==> src/hw/rtl/assert_macros.svh <==
// Assertion macros for the RTL of the sorted key table; only the sequencer includes them.
// Depends on nothing; users provide i_clk and i_rst_n in scope.
`ifndef ASSERT_MACROS_SVH
`define ASSERT_MACROS_SVH
`ifndef SYNTH
`define ASSERT_CLKD(lbl, prop, msg) \
    lbl: assert property (@(posedge i_clk) disable iff (!i_rst_n) prop) else $error(msg);
`define ASSERT_ALWAYS(lbl, prop, msg) \
    lbl: assert property (@(posedge i_clk) prop) else $error(msg);
`else
`define ASSERT_CLKD(lbl, prop, msg)
`define ASSERT_ALWAYS(lbl, prop, msg)
`endif
`endif

==> src/hw/rtl/skct_pkg.sv <==
// Types, constants and the name hashing function of the sorted key table.
// Used by the cell, the controller and the top level; depends on nothing.
package skct_pkg;

    localparam int TABLE_DEPTH = 64;
    localparam int IDX_W       = $clog2(TABLE_DEPTH);
    localparam int CNT_W       = $clog2(TABLE_DEPTH + 1);
    localparam int OUT_IDX_W   = 6;
    localparam int KEY_W       = 32;
    localparam int NAME_BYTES  = 8;
    localparam int LANES       = 4;

    typedef enum logic [1:0] {
        OP_REGISTER = 2'd0,
        OP_GET      = 2'd1,
        OP_CLEAN    = 2'd2
    } t_opcode;

    typedef enum logic [1:0] {
        STAT_OK        = 2'd0,
        STAT_NOT_FOUND = 2'd1,
        STAT_FULL      = 2'd2,
        STAT_NONE      = 2'd3
    } t_status;

    typedef enum logic [1:0] {
        ST_IDLE,
        ST_SWEEP,
        ST_FINISH
    } t_state;

    typedef struct packed {
        logic [KEY_W-1:0] key;
        logic             seq;
        logic             res;
        logic [31:0]      stamp;
    } t_entry;

    typedef struct packed {
        t_status                status;
        logic [OUT_IDX_W-1:0]   idx;
        logic [KEY_W-1:0]       key;
        logic                   load;
        logic                   seq;
        logic                   last;
    } t_result;

    function automatic logic [KEY_W-1:0] name_key(input logic [8*NAME_BYTES-1:0] name);
        logic [KEY_W-1:0] key;
        logic             ended;
        key   = '0;
        ended = 1'b0;
        for (int b = 0; b < NAME_BYTES; b++) begin
            if (name[8*b +: 8] == 8'd0) begin
                ended = 1'b1;
            end
            if (!ended) begin
                key[8*(b % LANES) +: 8] = key[8*(b % LANES) +: 8] | name[8*b +: 8];
            end
        end
        return key;
    endfunction

endpackage

==> src/hw/rtl/skct_cell.sv <==
// One table entry of the rotating chain: takes its neighbor's entry on a shift.
// Depends on skct_pkg.
module skct_cell
    import skct_pkg::*;
(
    input  logic   i_clk,
    input  logic   i_rst_n,
    input  logic   i_shift,
    input  t_entry i_next,
    output t_entry o_entry
);

    logic        r_res;
    logic [31:0] r_key;
    logic        r_seq;
    logic [31:0] r_stamp;

    always_ff @(posedge i_clk) begin
        if (!i_rst_n) begin
            r_res <= 1'b0;
        end else if (i_shift) begin
            r_res <= i_next.res;
        end
    end

    always_ff @(posedge i_clk) begin
        if (i_shift) begin
            r_key   <= i_next.key;
            r_seq   <= i_next.seq;
            r_stamp <= i_next.stamp;
        end
    end

    assign o_entry = '{key: r_key, seq: r_seq, res: r_res, stamp: r_stamp};

endmodule

==> src/hw/rtl/skct_ctrl.sv <==
// Sequencer at the head of the entry chain: inserts, searches and releases as
// entries rotate past, and holds the output register. Depends on skct_pkg.
`include "assert_macros.svh"
module skct_ctrl
    import skct_pkg::*;
(
    input  logic                     i_clk,
    input  logic                     i_rst_n,
    input  logic                     i_in_valid,
    output logic                     o_in_stall,
    input  logic [1:0]               i_opcode,
    input  logic [8*NAME_BYTES-1:0]  i_file_name,
    input  logic                     i_has_sequences,
    input  logic [31:0]              i_frame_number,
    input  t_entry                   i_head,
    output t_entry                   o_tail,
    output logic                     o_shift,
    output logic                     o_out_valid,
    input  logic                     i_out_stall,
    output t_result                  o_out
);

    t_state              r_state, n_state;
    t_opcode             r_op;
    logic [KEY_W-1:0]    r_key;
    logic                r_seq;
    logic [31:0]         r_frame;
    logic [CNT_W-1:0]    r_step;
    logic [CNT_W-1:0]    r_count;
    logic                r_done;
    logic                r_pend_v;
    t_entry              r_carry;
    t_result             r_pend;
    t_result             r_out;
    logic                r_out_v;

    logic                w_accept;
    logic                w_full;
    logic                w_live;
    logic                w_slot_free;
    logic                w_last_step;
    logic                w_hit_ins;
    logic                w_hit_get;
    logic                w_rel;
    logic                w_want;
    logic                w_emit;
    logic                w_advance;
    t_result             w_emit_data;
    t_result             w_init_pend;
    t_entry              w_tail;
    logic [IDX_W-1:0]    w_idx;
    logic [KEY_W-1:0]    w_in_key;

    assign w_accept    = i_in_valid && (r_state == ST_IDLE);
    assign o_in_stall  = (r_state != ST_IDLE);
    assign w_full      = (r_count >= CNT_W'(TABLE_DEPTH));
    assign w_live      = (r_step < r_count);
    assign w_slot_free = !r_out_v || !i_out_stall;
    assign w_last_step = (r_step == CNT_W'(TABLE_DEPTH - 1));
    assign w_idx       = r_step[IDX_W-1:0];
    assign w_in_key    = name_key(i_file_name);

    always_comb begin
        w_init_pend = '{status: STAT_NONE, idx: '0, key: '0, load: 1'b0, seq: 1'b0,
                        last: 1'b1};
        case (t_opcode'(i_opcode))
            OP_REGISTER: begin
                w_init_pend.status = STAT_FULL;
                w_init_pend.key    = w_in_key;
            end
            OP_GET: begin
                w_init_pend.status = STAT_NOT_FOUND;
                w_init_pend.key    = w_in_key;
            end
            default: ;
        endcase
    end

    always_comb begin
        n_state = r_state;
        case (r_state)
            ST_IDLE: begin
                if (w_accept) begin
                    case (t_opcode'(i_opcode))
                        OP_REGISTER: n_state = w_full ? ST_FINISH : ST_SWEEP;
                        OP_GET:      n_state = ST_SWEEP;
                        OP_CLEAN:    n_state = ST_SWEEP;
                        default:     n_state = ST_IDLE;
                    endcase
                end
            end
            ST_SWEEP: begin
                if (w_advance && w_last_step) begin
                    n_state = ST_FINISH;
                end
            end
            ST_FINISH: begin
                if (w_emit) begin
                    n_state = ST_IDLE;
                end
            end
            default: n_state = ST_IDLE;
        endcase
    end

    always_comb begin
        w_hit_ins   = 1'b0;
        w_hit_get   = 1'b0;
        w_rel       = 1'b0;
        w_want      = 1'b0;
        w_emit_data = r_pend;
        w_tail      = i_head;
        case (r_state)
            ST_SWEEP: begin
                case (r_op)
                    OP_REGISTER: begin
                        w_hit_ins = !r_done && (!w_live || (i_head.key > r_key));
                        if (w_hit_ins) begin
                            w_tail = '{key: r_key, seq: r_seq, res: 1'b0, stamp: '0};
                        end else if (r_done) begin
                            w_tail = r_carry;
                        end
                    end
                    OP_GET: begin
                        w_hit_get = !r_done && w_live && (i_head.key == r_key);
                        if (w_hit_get) begin
                            w_tail.res   = 1'b1;
                            w_tail.stamp = r_frame;
                        end
                    end
                    OP_CLEAN: begin
                        w_rel = w_live && i_head.res && (i_head.stamp != r_frame);
                        if (w_rel) begin
                            w_tail.res = 1'b0;
                        end
                        w_want           = w_rel && r_pend_v;
                        w_emit_data.last = 1'b0;
                    end
                    default: ;
                endcase
            end
            ST_FINISH: begin
                w_want = 1'b1;
            end
            default: ;
        endcase
        w_emit    = w_want && w_slot_free;
        w_advance = !w_want || w_slot_free;
    end

    assign o_shift = (r_state == ST_SWEEP) && w_advance;
    assign o_tail  = w_tail;

    always_ff @(posedge i_clk) begin
        if (!i_rst_n) begin
            r_state  <= ST_IDLE;
            r_count  <= '0;
            r_step   <= '0;
            r_done   <= 1'b0;
            r_pend_v <= 1'b0;
            r_out_v  <= 1'b0;
        end else begin
            r_state <= n_state;
            if (w_accept) begin
                r_step   <= '0;
                r_done   <= 1'b0;
                r_pend_v <= 1'b0;
            end else if (o_shift) begin
                r_step <= r_step + CNT_W'(1);
                if (w_hit_ins) begin
                    r_done  <= 1'b1;
                    r_count <= r_count + CNT_W'(1);
                end
                if (w_hit_get) begin
                    r_done <= 1'b1;
                end
                if (w_rel) begin
                    r_pend_v <= 1'b1;
                end
            end
            if (w_emit) begin
                r_out_v <= 1'b1;
            end else if (!i_out_stall) begin
                r_out_v <= 1'b0;
            end
        end
    end

    always_ff @(posedge i_clk) begin
        if (w_accept) begin
            r_op    <= t_opcode'(i_opcode);
            r_key   <= w_in_key;
            r_seq   <= i_has_sequences;
            r_frame <= i_frame_number;
            r_pend  <= w_init_pend;
        end else if (o_shift) begin
            if (w_hit_ins || r_done) begin
                r_carry <= i_head;
            end
            if (w_hit_ins) begin
                r_pend <= '{status: STAT_OK, idx: OUT_IDX_W'(w_idx), key: r_key,
                            load: 1'b0, seq: r_seq, last: 1'b1};
            end
            if (w_hit_get) begin
                r_pend <= '{status: STAT_OK, idx: OUT_IDX_W'(w_idx), key: r_key,
                            load: !i_head.res, seq: i_head.seq, last: 1'b1};
            end
            if (w_rel) begin
                r_pend <= '{status: STAT_OK, idx: OUT_IDX_W'(w_idx), key: i_head.key,
                            load: 1'b0, seq: i_head.seq, last: 1'b1};
            end
        end
        if (w_emit) begin
            r_out <= w_emit_data;
        end
    end

    assign o_out_valid = r_out_v;
    assign o_out       = r_out;

    `ASSERT_CLKD(a_count_bound, (r_count <= CNT_W'(TABLE_DEPTH)), "entry count beyond depth")
    `ASSERT_CLKD(a_shift_in_sweep, (o_shift |-> (r_state == ST_SWEEP)), "chain moved outside sweep")
    `ASSERT_CLKD(a_finish_emits, ((r_state == ST_FINISH && n_state == ST_IDLE) |-> w_emit),
                 "operation ended without final word")
    `ASSERT_CLKD(a_insert_done,
                 ((r_state == ST_SWEEP && n_state == ST_FINISH && r_op == OP_REGISTER)
                  |-> (r_done || w_hit_ins)), "register sweep ended without insertion")
    `ASSERT_CLKD(a_emit_has_slot, (w_emit |-> w_slot_free), "word overwrote pending output")

endmodule

==> src/hw/rtl/sorted_key_cache_table.sv <==
// Top level of the sorted key table: a rotating chain of entry cells and the
// sequencer at its head. Depends on skct_pkg, skct_cell and skct_ctrl.
//
//   channel   valid        stall        payload
//   input     i_in_valid   o_in_stall   i_opcode i_file_name i_has_sequences i_frame_number
//   output    o_out_valid  i_out_stall  o_status o_entry_index o_entry_key o_needs_load
//                                       o_entry_sequences o_last_result
//
// Register, get and clean each rotate the whole chain once, and the rotation
// pauses while an output stall meets a pending word.
// A register into a full table and an unused opcode take no rotation.
// The input is stalled while an operation is in progress; reset is synchronous.
module sorted_key_cache_table
    import skct_pkg::*;
(
    input  logic                    i_clk,
    input  logic                    i_rst_n,
    input  logic                    i_in_valid,
    output logic                    o_in_stall,
    input  logic [1:0]              i_opcode,
    input  logic [63:0]             i_file_name,
    input  logic                    i_has_sequences,
    input  logic [31:0]             i_frame_number,
    output logic                    o_out_valid,
    input  logic                    i_out_stall,
    output logic [1:0]              o_status,
    output logic [5:0]              o_entry_index,
    output logic [31:0]             o_entry_key,
    output logic                    o_needs_load,
    output logic                    o_entry_sequences,
    output logic                    o_last_result
);

    t_entry  w_cell [TABLE_DEPTH];
    t_entry  w_tail;
    logic    w_shift;
    t_result w_out;

    for (genvar j = 0; j < TABLE_DEPTH; j++) begin : g_cell
        if (j == TABLE_DEPTH - 1) begin : g_end
            skct_cell u_cell (
                .i_clk   (i_clk),
                .i_rst_n (i_rst_n),
                .i_shift (w_shift),
                .i_next  (w_tail),
                .o_entry (w_cell[j])
            );
        end else begin : g_mid
            skct_cell u_cell (
                .i_clk   (i_clk),
                .i_rst_n (i_rst_n),
                .i_shift (w_shift),
                .i_next  (w_cell[j+1]),
                .o_entry (w_cell[j])
            );
        end
    end

    skct_ctrl u_ctrl (
        .i_clk           (i_clk),
        .i_rst_n         (i_rst_n),
        .i_in_valid      (i_in_valid),
        .o_in_stall      (o_in_stall),
        .i_opcode        (i_opcode),
        .i_file_name     (i_file_name),
        .i_has_sequences (i_has_sequences),
        .i_frame_number  (i_frame_number),
        .i_head          (w_cell[0]),
        .o_tail          (w_tail),
        .o_shift         (w_shift),
        .o_out_valid     (o_out_valid),
        .i_out_stall     (i_out_stall),
        .o_out           (w_out)
    );

    assign o_status          = w_out.status;
    assign o_entry_index     = w_out.idx;
    assign o_entry_key       = w_out.key;
    assign o_needs_load      = w_out.load;
    assign o_entry_sequences = w_out.seq;
    assign o_last_result     = w_out.last;

endmodule

==> config.mk <==
export PLATFORM = sky130hd
export DESIGN_NAME = sorted_key_cache_table
export DESIGN_NICKNAME = d
export VERILOG_FILES = /design/src/hw/rtl/skct_pkg.sv /design/src/hw/rtl/skct_cell.sv /design/src/hw/rtl/skct_ctrl.sv /design/src/hw/rtl/sorted_key_cache_table.sv
export VERILOG_INCLUDE_DIRS = /design/src /design/src/hw/rtl
export SDC_FILE = /design/constraint.sdc
export NUM_CORES = 2
export LEC_CHECK = 0
export ABC_AREA = 1
export BUFFER_PORTS_ARGS = -buffer_cell sky130_fd_sc_hd__buf_4
export CAP_MARGIN = 5
export CORE_AREA = 4 4 612 614
export CTS_CLUSTER_SIZE = 25
export DETAILED_ROUTE_END_ITERATION = 8
export DIE_AREA = 0 0 616 618
export HOLD_SLACK_MARGIN = 0.02
export MAX_ROUTING_LAYER = met4
export SYNTH_ARGS = -nofsm -noshare
export SYNTH_HDL_FRONTEND = slang
export SYNTH_SLANG_ARGS = --single-unit
==> constraint.sdc <==
create_clock -name i_clk -period 40 [get_ports i_clk]
set_clock_uncertainty 0.15 [all_clocks]
set_input_delay 6 -clock i_clk [delete_from_list [all_inputs] [get_ports i_clk]]
set_output_delay 6 -clock i_clk [all_outputs]
set_load 0.01 [all_outputs]
==> metrics <==
via count=52.4k; Final min period=11.85 ns; Worst Setup SP=i_out_stall; final-report hold violation count=0; Final Setup Violations=0; Hold Path Origin=g_cell[26].g_mid.u_cell.r_key[24]; Cells after Synth=5822; largest net degree at the start of global routing=234; vias per cell=about 4.5; filler instances=30.6k; worst hold stages=0; clock-pin slew on the worst setup and hold paths=~0.06 ns; most numerous cell in the Yosys netlist=edfxtp_1; die height=618 µm; DR iter-0 viols=5120; Crit-path slowest cell=buf_4; Rows=223; Die W=~620 µm; final hold slack=around 0.23 ns; Residual DRC=0; Synth Register Bits=4461; pins over their slew limit=0; Finished Core Util=0.437; Skew-Pair Late Insertion Delay=0.94 ns; multi-input logic area=5900 µm²; r2r endpoint=g_cell[19].g_mid.u_cell.r_key[12]; maxcap violations=0; Root Buffer=clkbuf_16; WP data required=40.38 ns; Total Wirelength=200 mm; P_leak=0.0482 µW; worst path cell trace=buf_4 > nand2_1 > inv_1 > nand3_2 > nand2_4 > inv_8 > buf_4 > buf_12 > buf_4 > buf_12 > buf_4; Worst Reg-to-Reg Cells=16; Yosys top cell area share=0.938; Critical Path End Type=flip-flop; Slew HR=0.205; nets=6515; Slew @ Worst Pin=1.19 ns; Syn-to-layout area delta=15.2%; Syn Nets=5973; power per cell area=73.2 nW/µm²; CP dominant cell by count=buf_4; vias in the first global route=51.8k; run status=completed; Final Cycle Share=0.296; largest area contributor in the netlist=edfxtp_1; Reg area=133000 µm²; Max FO, Critical Path=200; DP Wirelength=104 mm; gr usage total=0.104; CTS resizes=0; Overflow after GRT=0; Worst EP arrival=12.23 ns; DRT Pass-1 Iters=5; CTS tree=done; die footprint=381000 µm²; core footprint=~370000 µm²; max incr delay on CP=0.98 ns; cts bufs inserted=420; Port Buf Inserts=147; clk sink count=4461; Warnings, synthesis=0; Seq/Total Area, Yosys=0.951; routed length per instance=about 17 µm; EDFF count, synth=4370; Setup CP Type=input pin to flip-flop; Netlist cell types=44; Worst VDD drop=0.0000648 V; Avg Cell Area, Syn=24.0 µm²; share of cells above drive strength 1=0.127; setup slack, reg-to-reg=31.35 ns; # hold bufs at CTS=0; first-pass GRT wire length=307 mm; Hold Crit Class=flip-flop to flip-flop; RSZ-0062 raised after global routing=no; Fin Setup TNS=0 ns; Top FF cell, synth=edfxtp_1; FMAX=84.4 MHz; Routed Antenna Nets=0; worst r2r src=g_cell[0].g_mid.u_cell.r_stamp[9]; Clock Path Buffers=4; postcts setup bufs=0; Mapped Area=roughly 140000 µm²; fraction of registers with async set/reset=0; initial antenna violation count=18; initial core utilization=0.380; IO Count=around 150; Commonest cells post-synth=edfxtp_1 (4370), nand2_1 (292), nor2_1 (226); number of H-tree levels=5; synth top area cells=edfxtp_1 (94%), dfxtp_1 (1.3%), nand2_1 (0.78%), o21ai_0 (0.63%), nor2_1 (0.61%); startpoint class of the critical path=input pin; gpl congestion=slightly above 0.8; Hold Path End=g_cell[25].g_mid.u_cell.r_key[24]
==> metrics by stage <==
stage | total power (µW) | cell area, µm² | instances | worst slack (ns)
after global placement | 7960 | 147000 | 10892 | 27.32
final | 11800 | 161000 | 11667 | 28.15
after detailed placement | 8010 | 147000 | 10892 | 27.12
after global routing | 12400 | 161000 | 11666 | 27.60
after floorplan | 9630 | 140000 | 5822 | 5.10
after CTS | 12000 | 161000 | 11661 | 28.19
==> power by group <==
group / switching (µW) / leakage [µW] / internal [µW]
Sequential: 246 / 0.0373 / 6640
Clock: 1660 / 0.00667 / 2260
Combinational: 884 / 0.00428 / 113
==> state kept, by name, indices dropped and copies added, names as in the netlist, 2 cells and up <==
name and count:
g_cell.g_end.u_cell.r_key 32, u_ctrl.r_key 32, g_cell.g_mid.u_cell.r_stamp 2016, u_ctrl.o_out 43, u_ctrl.r_carry 66, g_cell.g_mid.u_cell.r_seq 63, u_ctrl.r_frame 32, u_ctrl.r_pend 42
g_cell.g_end.u_cell.r_stamp 32, u_ctrl.r_state 2, g_cell.g_mid.u_cell.r_key 2016, u_ctrl.r_op 2, u_ctrl.r_count 7, u_ctrl.r_step 7, g_cell.g_mid.u_cell.r_res 63
==> logic make-up (layout without fill, tap and decap cells) <==
kind of cell | after synthesis | after routing | synth area share
AO/OA/AOI/OAI | 427 | 427 | 0.0178
XOR/XNOR | 27 | 27 | 0.00169
adder cells (fa/ha/maj) | 48 | 48 | 0.00429
buffers and inverters | 241 | 1130 | 0.00691
flip-flops | 4461 | 4461 | 0.951
other | 0 | 6 | 0
AND/OR/NAND/NOR | 618 | 618 | 0.0182
==> routing by layer <==
metal	global-route usage	up-vias	share of wire
met5	-	-	0
met4	0.0402	0	0.035
met3	0.0198	418	0.050
met2	0.152	1168	0.46
met1	0.147	26796	0.46
li1	-	23968	-
==> critical path, delay by kind of cell <==
kind                   cells  cell delay (ns)
buffers and inverters      8             5.06
and+or+nand+nor            3             0.57
==> cell type report <==
| class | instances | share of cell area |
|---|---|---|
| antenna | 6 | 0.0000931 |
| inverter | 157 | 0.00373 |
| clock buffer | 529 | 0.0684 |
| clock inverter | 240 | 0.0172 |
| multi-input combinational | 1120 | 0.0366 |
| timing repair buffer | 204 | 0.0101 |
| sequential | 4461 | 0.825 |
| tap | 4950 | 0.0384 |
==> how the worst max path moves through the flow <==
stage                                                to  slack, ns
global route         g_cell[58].g_mid.u_cell.r_stamp[6]      27.60
CTS                 g_cell[61].g_mid.u_cell.r_stamp[13]      28.19
floorplan               g_cell[0].g_mid.u_cell.r_key[0]       5.10
detailed placement  g_cell[57].g_mid.u_cell.r_stamp[21]      27.12
global placement    g_cell[57].g_mid.u_cell.r_stamp[21]      27.32
finish                g_cell[19].g_mid.u_cell.r_key[12]      28.15
==> cells in the final DEF (no fill, tap or decap), types with 17 or more instances in the layout <==
| master | Yosys | final |
|---|---|---|
| ha_1 | 48 | 48 |
| clkinv_1 | 0 | 72 |
| clkbuf_1 | 59 | 100 |
| edfxtp_1 | 4370 | 4370 |
| clkinvlp_4 | 0 | 21 |
| dfxtp_1 | 91 | 90 |
| inv_2 | 18 | 18 |
| nand3_1 | 49 | 48 |
| xnor2_1 | 21 | 21 |
| a21oi_1 | 76 | 75 |
| clkinv_2 | 0 | 64 |
| o21ai_0 | 176 | 176 |
| o21ai_1 | 21 | 21 |
| a31oi_1 | 26 | 26 |
| o22ai_1 | 26 | 26 |
| buf_4 | 8 | 196 |
| o211ai_1 | 21 | 21 |
| bufinv_16 | 0 | 46 |
| a22oi_1 | 29 | 29 |
| nor4_1 | 17 | 17 |
| inv_1 | 138 | 135 |
| nand2_1 | 292 | 291 |
| clkbuf_16 | 0 | 422 |
| nor2_1 | 226 | 223 |
(Power assumes the default switching activity.)
